===== config.mk =====
export PLATFORM = sky130hd
export DESIGN_NAME = sorted_key_list
export DESIGN_NICKNAME = d
export VERILOG_FILES = /design/src/skl_pkg.sv /design/src/skl_cell.sv /design/src/skl_pos_enc.sv /design/src/sorted_key_list.sv
export SDC_FILE = /design/constraint.sdc
export NUM_CORES = 2
export LEC_CHECK = 0
export BUFFER_PORTS_ARGS = -buffer_cell sky130_fd_sc_hd__buf_2
export CORE_MARGIN = 2
export CORE_UTILIZATION = 45
export CTS_CLUSTER_DIAMETER = 30
export DETAILED_ROUTE_END_ITERATION = 7
export MAX_ROUTING_LAYER = met4
export PLACE_DENSITY = 0.62
export SYNTH_ARGS = -nofsm -noshare
export SYNTH_HDL_FRONTEND = slang
export SYNTH_SLANG_ARGS = --single-unit

===== constraint.sdc =====
create_clock -name i_clk -period 11.6 [get_ports i_clk]
set_input_delay 2.32 -clock i_clk [delete_from_list [all_inputs] [get_ports i_clk]]
set_output_delay 2.32 -clock i_clk [all_outputs]
set_load 0.02 [all_outputs]

===== src/skl_pkg.sv =====
package skl_pkg;

    localparam int KEY_W        = 16;
    localparam int POS_W        = 6;
    localparam int CNT_W        = 7;
    localparam int DEF_CAPACITY = 64;

    typedef enum logic [1:0] {
        CMD_CLEAR  = 2'd0,
        CMD_INSERT = 2'd1,
        CMD_LOOKUP = 2'd2,
        CMD_REMOVE = 2'd3
    } t_cmd;

    typedef enum logic [1:0] {
        ST_OK        = 2'd0,
        ST_NOT_FOUND = 2'd1,
        ST_FULL      = 2'd2
    } t_status;

    // Control broadcast from the sequencer to every cell of the row.
    typedef struct packed {
        logic capture;  // compare the search key against the held key
        logic use_le;   // compare flag is "held <= key" rather than "held < key"
        logic ins;      // open a gap at the boundary and drop the new key in
        logic rem;      // close the gap at the boundary from the right
    } t_cell_ctrl;

endpackage


===== src/skl_cell.sv =====
module skl_cell #(
    parameter int CW    = 7,
    parameter int INDEX = 0
) (
    input  logic                     i_clk,
    input  skl_pkg::t_cell_ctrl      i_ctrl,
    input  logic [CW-1:0]            i_count,
    input  logic [skl_pkg::KEY_W-1:0] i_key,
    input  logic [skl_pkg::KEY_W-1:0] i_left_key,
    input  logic [skl_pkg::KEY_W-1:0] i_right_key,
    input  logic                     i_left_flag,
    output logic [skl_pkg::KEY_W-1:0] o_key,
    output logic                     o_flag,
    output logic                     o_first,
    output logic                     o_hit
);

    logic [skl_pkg::KEY_W-1:0] r_key;
    logic                      r_flag;
    logic                      r_eq;
    logic                      w_occupied;

    assign w_occupied = (CW'(INDEX) < i_count);

    always_ff @(posedge i_clk) begin
        if (i_ctrl.capture) begin
            r_flag <= w_occupied &&
                      (i_ctrl.use_le ? (r_key <= i_key) : (r_key < i_key));
            r_eq   <= w_occupied && (r_key == i_key);
        end
        if (i_ctrl.ins) begin
            // Cells past the boundary take their left neighbor's key.
            if (!i_left_flag) begin
                r_key <= i_left_key;
            end else if (!r_flag) begin
                r_key <= i_key;
            end
        end else if (i_ctrl.rem && !r_flag) begin
            r_key <= i_right_key;
        end
    end

    assign o_key   = r_key;
    assign o_flag  = r_flag;
    assign o_first = i_left_flag && !r_flag;
    assign o_hit   = o_first && r_eq;

endmodule


===== src/skl_pos_enc.sv =====
module skl_pos_enc #(
    parameter int CAPACITY = 64,
    parameter int CW       = 7
) (
    input  logic [CAPACITY-1:0] i_first,
    input  logic [CAPACITY-1:0] i_hit,
    input  logic                i_all,
    output logic [CW-1:0]       o_pos,
    output logic                o_found
);

    // The flags form a thermometer, so at most one boundary bit is set and
    // the position is a plain OR of the indexes.
    always_comb begin
        o_pos = i_all ? CW'(CAPACITY) : '0;
        for (int i = 0; i < CAPACITY; i++) begin
            if (i_first[i]) begin
                o_pos = o_pos | CW'(i);
            end
        end
    end

    assign o_found = |i_hit;

endmodule


===== src/sorted_key_list.sv =====
// Channel  Direction  Handshake                  Payload
// in       to block   i_in_valid / o_in_ready    i_command, i_key
// out      from block o_out_valid / i_out_ready  o_status, o_found, o_position,
//                                                o_entry_count
//
// For an item, the transfer edge captures the compare flags in every cell of the
// row; the update edge shifts the row, loads the result and reopens the input.
// The result register lets a new item be taken while a result waits; the
// update edge holds off while that register is still full and not taken.
// Reset empties the list; key storage itself is not cleared.
module sorted_key_list #(
    parameter int CAPACITY = skl_pkg::DEF_CAPACITY
) (
    input  logic                      i_clk,
    input  logic                      i_rst_n,
    input  logic                      i_in_valid,
    output logic                      o_in_ready,
    input  logic [1:0]                i_command,
    input  logic [skl_pkg::KEY_W-1:0] i_key,
    output logic                      o_out_valid,
    input  logic                      i_out_ready,
    output logic [1:0]                o_status,
    output logic                      o_found,
    output logic [skl_pkg::POS_W-1:0] o_position,
    output logic [skl_pkg::CNT_W-1:0] o_entry_count
);

    localparam int CW    = $clog2(CAPACITY + 1);
    localparam int EXT_W = CW + skl_pkg::CNT_W;

    typedef enum logic {
        S_IDLE,
        S_UPDATE
    } t_state;

    t_state                    r_state;
    skl_pkg::t_cmd             r_cmd;
    logic [skl_pkg::KEY_W-1:0] r_key;
    logic [CW-1:0]             r_count;
    logic                      r_out_valid;
    logic [1:0]                r_status;
    logic                      r_found;
    logic [skl_pkg::POS_W-1:0] r_position;
    logic [skl_pkg::CNT_W-1:0] r_entry_count;

    skl_pkg::t_cell_ctrl       w_ctrl;
    logic                      w_accept;
    logic                      w_commit;
    logic                      w_full;
    logic [skl_pkg::KEY_W-1:0] w_bus_key;
    logic [CW-1:0]             w_pos;
    logic                      w_hit;
    logic [CW-1:0]             n_count;
    logic [1:0]                n_status;
    logic                      n_found;
    logic [EXT_W-1:0]          w_pos_ext;
    logic [EXT_W-1:0]          w_cnt_ext;

    logic [skl_pkg::KEY_W-1:0] w_cell_key [CAPACITY];
    logic [CAPACITY-1:0]       w_flag;
    logic [CAPACITY-1:0]       w_first;
    logic [CAPACITY-1:0]       w_hit_vec;

    assign o_in_ready = (r_state == S_IDLE);
    assign w_accept   = i_in_valid && o_in_ready;
    assign w_commit   = (r_state == S_UPDATE) && (!r_out_valid || i_out_ready);
    assign w_full     = (r_count >= CW'(CAPACITY));
    assign w_bus_key  = w_accept ? i_key : r_key;

    always_comb begin
        w_ctrl.capture = w_accept;
        w_ctrl.use_le  = (skl_pkg::t_cmd'(i_command) == skl_pkg::CMD_INSERT);
        w_ctrl.ins     = w_commit && (r_cmd == skl_pkg::CMD_INSERT) && !w_full;
        w_ctrl.rem     = w_commit && (r_cmd == skl_pkg::CMD_REMOVE) && w_hit;
    end

    for (genvar g = 0; g < CAPACITY; g++) begin : g_cell
        logic                      w_left_flag;
        logic [skl_pkg::KEY_W-1:0] w_left_key;
        logic [skl_pkg::KEY_W-1:0] w_right_key;

        if (g == 0) begin : g_head
            assign w_left_flag = 1'b1;
            assign w_left_key  = w_cell_key[g];
        end else begin : g_body
            assign w_left_flag = w_flag[g-1];
            assign w_left_key  = w_cell_key[g-1];
        end

        if (g == CAPACITY - 1) begin : g_tail
            assign w_right_key = w_cell_key[g];
        end else begin : g_next
            assign w_right_key = w_cell_key[g+1];
        end

        skl_cell #(
            .CW    (CW),
            .INDEX (g)
        ) u_cell (
            .i_clk       (i_clk),
            .i_ctrl      (w_ctrl),
            .i_count     (r_count),
            .i_key       (w_bus_key),
            .i_left_key  (w_left_key),
            .i_right_key (w_right_key),
            .i_left_flag (w_left_flag),
            .o_key       (w_cell_key[g]),
            .o_flag      (w_flag[g]),
            .o_first     (w_first[g]),
            .o_hit       (w_hit_vec[g])
        );
    end

    skl_pos_enc #(
        .CAPACITY (CAPACITY),
        .CW       (CW)
    ) u_pos_enc (
        .i_first (w_first),
        .i_hit   (w_hit_vec),
        .i_all   (w_flag[CAPACITY-1]),
        .o_pos   (w_pos),
        .o_found (w_hit)
    );

    always_comb begin
        n_count  = r_count;
        n_status = skl_pkg::ST_OK;
        n_found  = 1'b0;
        unique case (r_cmd)
            skl_pkg::CMD_CLEAR: begin
                n_count = '0;
            end
            skl_pkg::CMD_INSERT: begin
                if (w_full) begin
                    n_status = skl_pkg::ST_FULL;
                end else begin
                    n_count = r_count + CW'(1);
                end
            end
            skl_pkg::CMD_LOOKUP: begin
                n_found = w_hit;
                if (!w_hit) begin
                    n_status = skl_pkg::ST_NOT_FOUND;
                end
            end
            skl_pkg::CMD_REMOVE: begin
                n_found = w_hit;
                if (w_hit) begin
                    n_count = r_count - CW'(1);
                end else begin
                    n_status = skl_pkg::ST_NOT_FOUND;
                end
            end
            default: begin
                n_count = r_count;
            end
        endcase
    end

    assign w_pos_ext = (r_cmd == skl_pkg::CMD_CLEAR) ? '0 : EXT_W'(w_pos);
    assign w_cnt_ext = EXT_W'(n_count);

    always_ff @(posedge i_clk) begin
        if (!i_rst_n) begin
            r_state     <= S_IDLE;
            r_count     <= '0;
            r_out_valid <= 1'b0;
        end else begin
            unique case (r_state)
                S_IDLE: begin
                    if (w_accept) begin
                        r_state <= S_UPDATE;
                    end
                end
                S_UPDATE: begin
                    if (w_commit) begin
                        r_state <= S_IDLE;
                    end
                end
                default: begin
                    r_state <= S_IDLE;
                end
            endcase

            if (w_commit) begin
                r_count     <= n_count;
                r_out_valid <= 1'b1;
            end else if (i_out_ready) begin
                r_out_valid <= 1'b0;
            end
        end

        if (w_accept) begin
            r_cmd <= skl_pkg::t_cmd'(i_command);
            r_key <= i_key;
        end
        if (w_commit) begin
            r_status      <= n_status;
            r_found       <= n_found;
            r_position    <= w_pos_ext[skl_pkg::POS_W-1:0];
            r_entry_count <= w_cnt_ext[skl_pkg::CNT_W-1:0];
        end
    end

    assign o_out_valid   = r_out_valid;
    assign o_status      = r_status;
    assign o_found       = r_found;
    assign o_position    = r_position;
    assign o_entry_count = r_entry_count;

endmodule


# Yosys cells after proc, flatten, opt, wreduce, memory -nomap -nowiden
# Cells that the tools add are included.
[word_totals] ff_bits=1195 in_bits=22 output_inout_bits=18 wordCells=1717
[classes] n_addsub=2 order_cmp=193 eq_ne=136 muxes=662 bitwise_logic=1 reduce_logical=522
[ops] operator="16-bit 2-to-1 mux" count=509
[ops] operator="16-bit == test" count=64
[ops] operator="16-bit <= comparator" count=64
[ops] operator="16-bit less-than comparator" count=64
[ops] operator="1-bit logical AND" count=324
[ops] operator="6-bit by 7-bit less-than comparator with 1-bit output (first input constant)" count=32
[ops] operator="6-bit 2-to-1 mux" count=32
[ops] operator="3-bit inequality test (second input constant)" count=62
[ops] operator="2-bit AND reduction" count=65
[ops] operator="2-bit nonzero test" count=63
[ops] operator="5-bit by 7-bit less-than comparator with 1-bit output (first input constant)" count=16
[ops] operator="5-bit 2-to-1 mux" count=16
[ops] operator="1-bit 2-to-1 mux" count=78
[ops] operator="1-bit logical NOT" count=66
[ops] operator="64-bit OR reduction" count=1
[ops] operator="4-bit by 7-bit less-than comparator with 1-bit output (first input constant)" count=8
[ops] operator="7-bit 2-to-1 mux" count=6
[ops] operator="4-bit 2-to-1 mux" count=8
[ops] operator="3-bit by 7-bit less-than comparator with 1-bit output (first input constant)" count=4
[ops] operator="7-bit one-hot mux with 3 select lines" count=1
[ops] operator="1-bit by 7-bit less-than comparator with 1-bit output (first input constant)" count=2
[ops] operator="2-bit by 7-bit less-than comparator with 1-bit output (first input constant)" count=2
[ops] operator="2-bit 2-to-1 mux" count=6
[ops] operator="3-bit 2-to-1 mux" count=4
[ops] operator="16 further kinds" count=19

# Logic depth before layout (Yosys ltp)
[depth] word_depth=65 mapped_depth=16 mapped_depth_nobuf=12

# Least setup slack after synthesis
# OpenSTA, ideal clock, no wires.
[synth_timing] path_type="input port to flip-flop" startpoint="in i_in_valid" endpoint="reg g_cell[20].u_cell.r_flag (data pin)" setup_ns=0.180 arrival_ns=8.075 required_time_ns=11.420 setup_slack_ns=3.345 cell_stages=11 path_buffers=3 path_cell_list="nor2b_1 buf_2 buf_2 mux2i_1 clkbuf_1 ha_1 nand4_1 or2_2 nor4_1 a21oi_1 a221oi_1"
[synth_between] elab_chain_cells=5 word_cells_on_any_way=6 classes_between="2 x order compare; 2 x mux; 2 x reduce/logical"
[synth_lines] item="from (decl)" line_no="sorted_key_list.sv:16" text="input logic i_in_valid,"
[synth_lines] item="1-bit logical AND (*)" line_no="sorted_key_list.sv:65" text="assign w_accept = i_in_valid && o_in_ready;"
[synth_lines] item="via w_accept" line_no="sorted_key_list.sv:47" text="logic w_accept;"
[synth_lines] item="16-bit 2-to-1 mux (*)"
[synth_lines] item="16-bit less-than comparator or 16-bit <= comparator (tied branches)" line_no="skl_cell.sv:28" text="(i_ctrl.use_le ? (r_key <= i_key) : (r_key < i_key));"
[synth_lines] item="1-bit 2-to-1 mux (*)" line_no="skl_cell.sv:28"
[synth_lines] item="1-bit logical AND (*)" line_no="skl_cell.sv:27" text="r_flag <= w_occupied &&"
[synth_lines] item="to (signal assigned)" line_no="skl_cell.sv:27"
[synth_lines] item="to (decl)" line_no="skl_cell.sv:19" text="logic r_flag;"
# Mark *: on every way through the listed nets, which the timed path passes. The rest lies on a longest branch.
# A chain may end at the register's enable or synchronous reset.

# Final worst setup path
[layout_timing] startpoint="reg g_cell[62].u_cell.r_flag" endpoint="reg g_cell[15].u_cell.r_key (netlist bit g_cell[15].u_cell.o_key[7]), enable pin"
[layout_between] elab_chain_cells=8 word_cells_on_any_way=10 classes_between="10 x reduce/logical"
[layout_lines] item="from (decl)" line_no="skl_cell.sv:19"
[layout_lines] item="from (signal assigned)" line_no="skl_cell.sv:27"
[layout_lines] item="1-bit logical NOT"
[layout_lines] item="1-bit logical AND" line_no="skl_cell.sv:45" text="assign o_first = i_left_flag && !r_flag;"
[layout_lines] item="1-bit logical AND" line_no="skl_cell.sv:46" text="assign o_hit = o_first && r_eq;"
[layout_lines] item="64-bit OR reduction (*)" line_no="skl_pos_enc.sv:23" text="assign o_found = |i_hit;"
[layout_lines] item="1-bit logical AND (*)" line_no="sorted_key_list.sv:74" text="w_ctrl.rem = w_commit && (r_cmd == skl_pkg::CMD_REMOVE) && w_hit;"
[layout_lines] item="1-bit logical AND (*)" line_no="skl_cell.sv:38" text="end else if (i_ctrl.rem && !r_flag) begin"
[layout_lines] item="2-bit nonzero test (no line) (*)"
[layout_lines] item="2-bit AND reduction (no line) (*)"
[layout_lines] item="to (signal assigned)" line_no="skl_cell.sv:34" text="r_key <= i_left_key;"
[layout_lines] item="to (signal assigned)" line_no="skl_cell.sv:36" text="r_key <= i_key;"
[layout_lines] item="to (signal assigned)" line_no="skl_cell.sv:39" text="r_key <= i_right_key;"
[layout_lines] item="to (decl)" line_no="skl_cell.sv:18" text="logic [skl_pkg::KEY_W-1:0] r_key;"
# Mark *: on every way between the ends. The rest lies on a longest branch, timed or not.

==> run metrics <==
final period utilization 52.0%; number of instances in the synthesized netlist 9123; global-route wire length before repair 421000 um; per-cell via count in the routed design 6.12; Post-synth EDFFs 1170; post-synthesis instance area 81500 um^2; Remaining Overflow, GRT 0; minimum setup slack in the final design 5.57 ns; final setup violation count 0; maximum number of pins on one net before global-route repair 256; detailed route wirelength on metal3 25500 um; post-CTS clock slew at the launch and capture registers of the worst setup and hold paths 0.05 ns; Worst slew margin 17.9%; most common cell after layout, fill and taps aside sky130_fd_sc_hd__o21ai_0; drt pass-1 iters 8; growth of design area from synthesis to finish 17.4%; largest fanout on the critical path 32; count of cell types in the netlist 65; layout cell share with drive strength beyond 1 8.67%; estimated wirelength of the detail-placed design 191000 um; leakage power of the design 39.0 nW; flip-flop cell with the highest count after synthesis sky130_fd_sc_hd__edfxtp_1; count of routing violations after the opening detailed-route iteration 8210; clock sinks 1195; total nets after synthesis 10200; Reg2Reg Depth 9; total wire length 278000 um; share of the yosys chip area belonging to registers 43.7%; number of antenna violations at the first check in global routing 9; result of the run finished clean; buffers from clock root to sink, at most 4; power density over the cells 187 nW/um^2; Hold WS 0.522 ns; worst min-delay path class reg -> reg; net count reported at finish 10100; average instance area after synthesis 8.94 um^2; endpoint of the lowest-slack register-to-register path g_cell[15].u_cell.o_key[7]$_DFFE_PP_; largest vdd supply drop 0.178 mV; cell with the largest stage delay on the worst path sky130_fd_sc_hd__o2111ai_4; top achievable clock speed 166 MHz; share of the core filled with cells in the final layout 53.1%; Critical Path Sink g_cell[15].u_cell.o_key[7]$_DFFE_PP_; type of origin of the critical path flop; # DRC 0; data required time of the worst path 12.26 ns; wire length on met2 123000 um; routed vias 71800; number of max-cap violations 0; number of synthesis warnings 0; Setup Fix Bufs, Post-CTS 0; number of hold-repair buffers added at the cts stage 0; top library cells by usage in the layout, fill and taps aside 1982 x sky130_fd_sc_hd__o21ai_0, 1921 x sky130_fd_sc_hd__nand2_1, 1170 x sky130_fd_sc_hd__edfxtp_1, 1027 x sky130_fd_sc_hd__ha_1, 655 x sky130_fd_sc_hd__a21oi_1; CP endpoint kind flop; R2R setup slack 5.57 ns; number of rows in the core area 156; CTS H-Tree Depth 5; floorplan die width 430 um; start point of the critical path g_cell[62].u_cell.o_flag$_DFFE_PP_; residual antenna-violating net count after detailed routing 0; total CTS buffers 352; CP arrival 6.69 ns; highest metal layer used by the detailed router met4; average wire per standard cell 23.7 um; weighted congestion reported at the end of routability-driven placement 1.01; critical path start-end classification reg -> reg; pins over their slew limit 0; die boundary height 430 um; pre-CTS worst setup slack 4.86 ns; die area 185000 um^2; Skew-Pair Late Insertion Delay 0.95 ns; core outline area 180000 um^2; Post-Route M1 WL 113000 um; boundary pin count 40; crit path time final 6.03 ns; most frequent cell on the critical path sky130_fd_sc_hd__buf_4; worst r2r src g_cell[62].u_cell.o_flag$_DFFE_PP_; largest stage delay on the critical path 0.93 ns; flip-flop and latch count after synthesis 1195; cell breakdown of the critical path buf_4 -> nand3b_1 -> nand4_1 -> nor4_1 -> nand4_2 -> o2111ai_4 -> buf_4 -> o22ai_1 -> buf_4; buffer cell driving the clock tree root sky130_fd_sc_hd__clkbuf_16; RSZ-0062 raised after global routing false; via count of the first global-routing pass 69500; Resize count post-CTS 0; clock tree from TritonCTS built; All-Layer GR Usage 30.2%; Final Hold Vio Count 0; PortBufs 39; Total Neg Setup Slack 0 ns; initial standard-cell utilization of the core 45.2%; Worst Tran Pin Value 1.23 ns; fraction of synthesis flops using an asynchronous set or reset pin 0%; Fin Clk Skew 0.0830 ns
==> critical path, delay by kind of cell (launching register included) <==
family          cells  cell delay [ns]
compound gates      2             1.49
buf+inv             3             1.37
flops               1             0.72
simple gates        4             2.12
==> power breakdown <==
part,internal [W],total [W],switching [W]
Combinational,0.00103,0.00308,0.00205
Sequential,0.00504,0.00527,0.000232
Clock,0.00672,0.00954,0.00283
Total,0.0128,0.0179,0.00510
==> logic make-up after synthesis <==
family | count (synthesis) | synth area share, %
compound gates | 3049 | 20.0
xor+xnor | 3 | 0.0322
fa+ha+maj | 1027 | 15.8
buf+inv | 744 | 3.62
flops | 1195 | 43.7
mux | 16 | 0.196
simple gates | 3089 | 16.7
==> through the flow <==
step	power, W	std cells	instance area [um^2]
4_1_cts	0.0179	11700	95700
6_report	0.0179	11700	95700
3_3_place_gp	0.00822	11100	84100
3_5_place_dp	0.00834	11100	84100
5_1_grt	0.0186	11700	95700
2_1_floorplan	0.00728	9123	81500
==> cell type report <==
| type | instances | area [um^2] |
|---|---|---|
| Timing Repair Buffer | 235 | 1840 |
| Clock buffer | 401 | 9150 |
| Sequential cell | 1195 | 35600 |
| Inverter | 124 | 468 |
| Fill cell | 16200 | 84600 |
| Clock inverter | 217 | 2450 |
| Tap cell | 2370 | 2970 |
| Antenna cell | 6 | 15.0 |
| Multi-Input combinational cell | 7184 | 43200 |
==> synth_stat cells (all sizes together), types with 35 or more instances <==
cell | count | area share (%)
o21ai | 1985 | 12
nand2 | 1921 | 8.8
edfxtp | 1170 | 43
ha | 1027 | 16
a21oi | 656 | 4.0
clkbuf | 415 | 1.9
nor2 | 381 | 1.8
nand4 | 246 | 1.9
buf | 205 | 1.1
nor2b | 137 | 1.1
a21o | 136 | 1.3
inv | 115 | 0.53
nand3 | 97 | 0.61
nand2b | 93 | 0.71
o22ai | 62 | 0.48
nand3b | 52 | 0.48
nor3 | 35 | 0.21
nor4 | 35 | 0.28
==> worst min-delay path by stage <==
stage	slack [ns]	end	cells after the start	from
finish	0.52	o_out_valid$_SDFFE_PN0P_	2	o_out_valid$_SDFFE_PN0P_
global placement	0.50	o_out_valid$_SDFFE_PN0P_	2	o_out_valid$_SDFFE_PN0P_
detailed placement	0.52	o_out_valid$_SDFFE_PN0P_	2	o_out_valid$_SDFFE_PN0P_
CTS	0.53	o_out_valid$_SDFFE_PN0P_	2	o_out_valid$_SDFFE_PN0P_
global route	0.57	o_out_valid$_SDFFE_PN0P_	2	o_out_valid$_SDFFE_PN0P_
floorplan	0.52	r_state$_SDFFE_PN0P_	2	r_state$_SDFFE_PN0P_
==> state kept, by name, indices dropped and copies added, names as in the netlist <==
| name | cells |
|---|---|
| r_count | 7 |
| o_position | 6 |
| o_entry_count | 7 |
| g_cell.u_cell.o_key | 1024 |
| o_status | 2 |
| o_out_valid | 1 |
| r_cmd | 2 |
| o_found | 1 |
| r_key | 16 |
| g_cell.u_cell.r_eq | 64 |
| g_cell.u_cell.o_flag | 64 |
| r_state | 1 |
==> metal layers <==
layer,GRT usage (%),up-vias
met3,5.86,908
met2,45.1,3444
met5,-,-
li1,-,33500
met4,16.9,0
met1,38.4,34000
No activity file was read; power rests on OpenSTA's default activity.
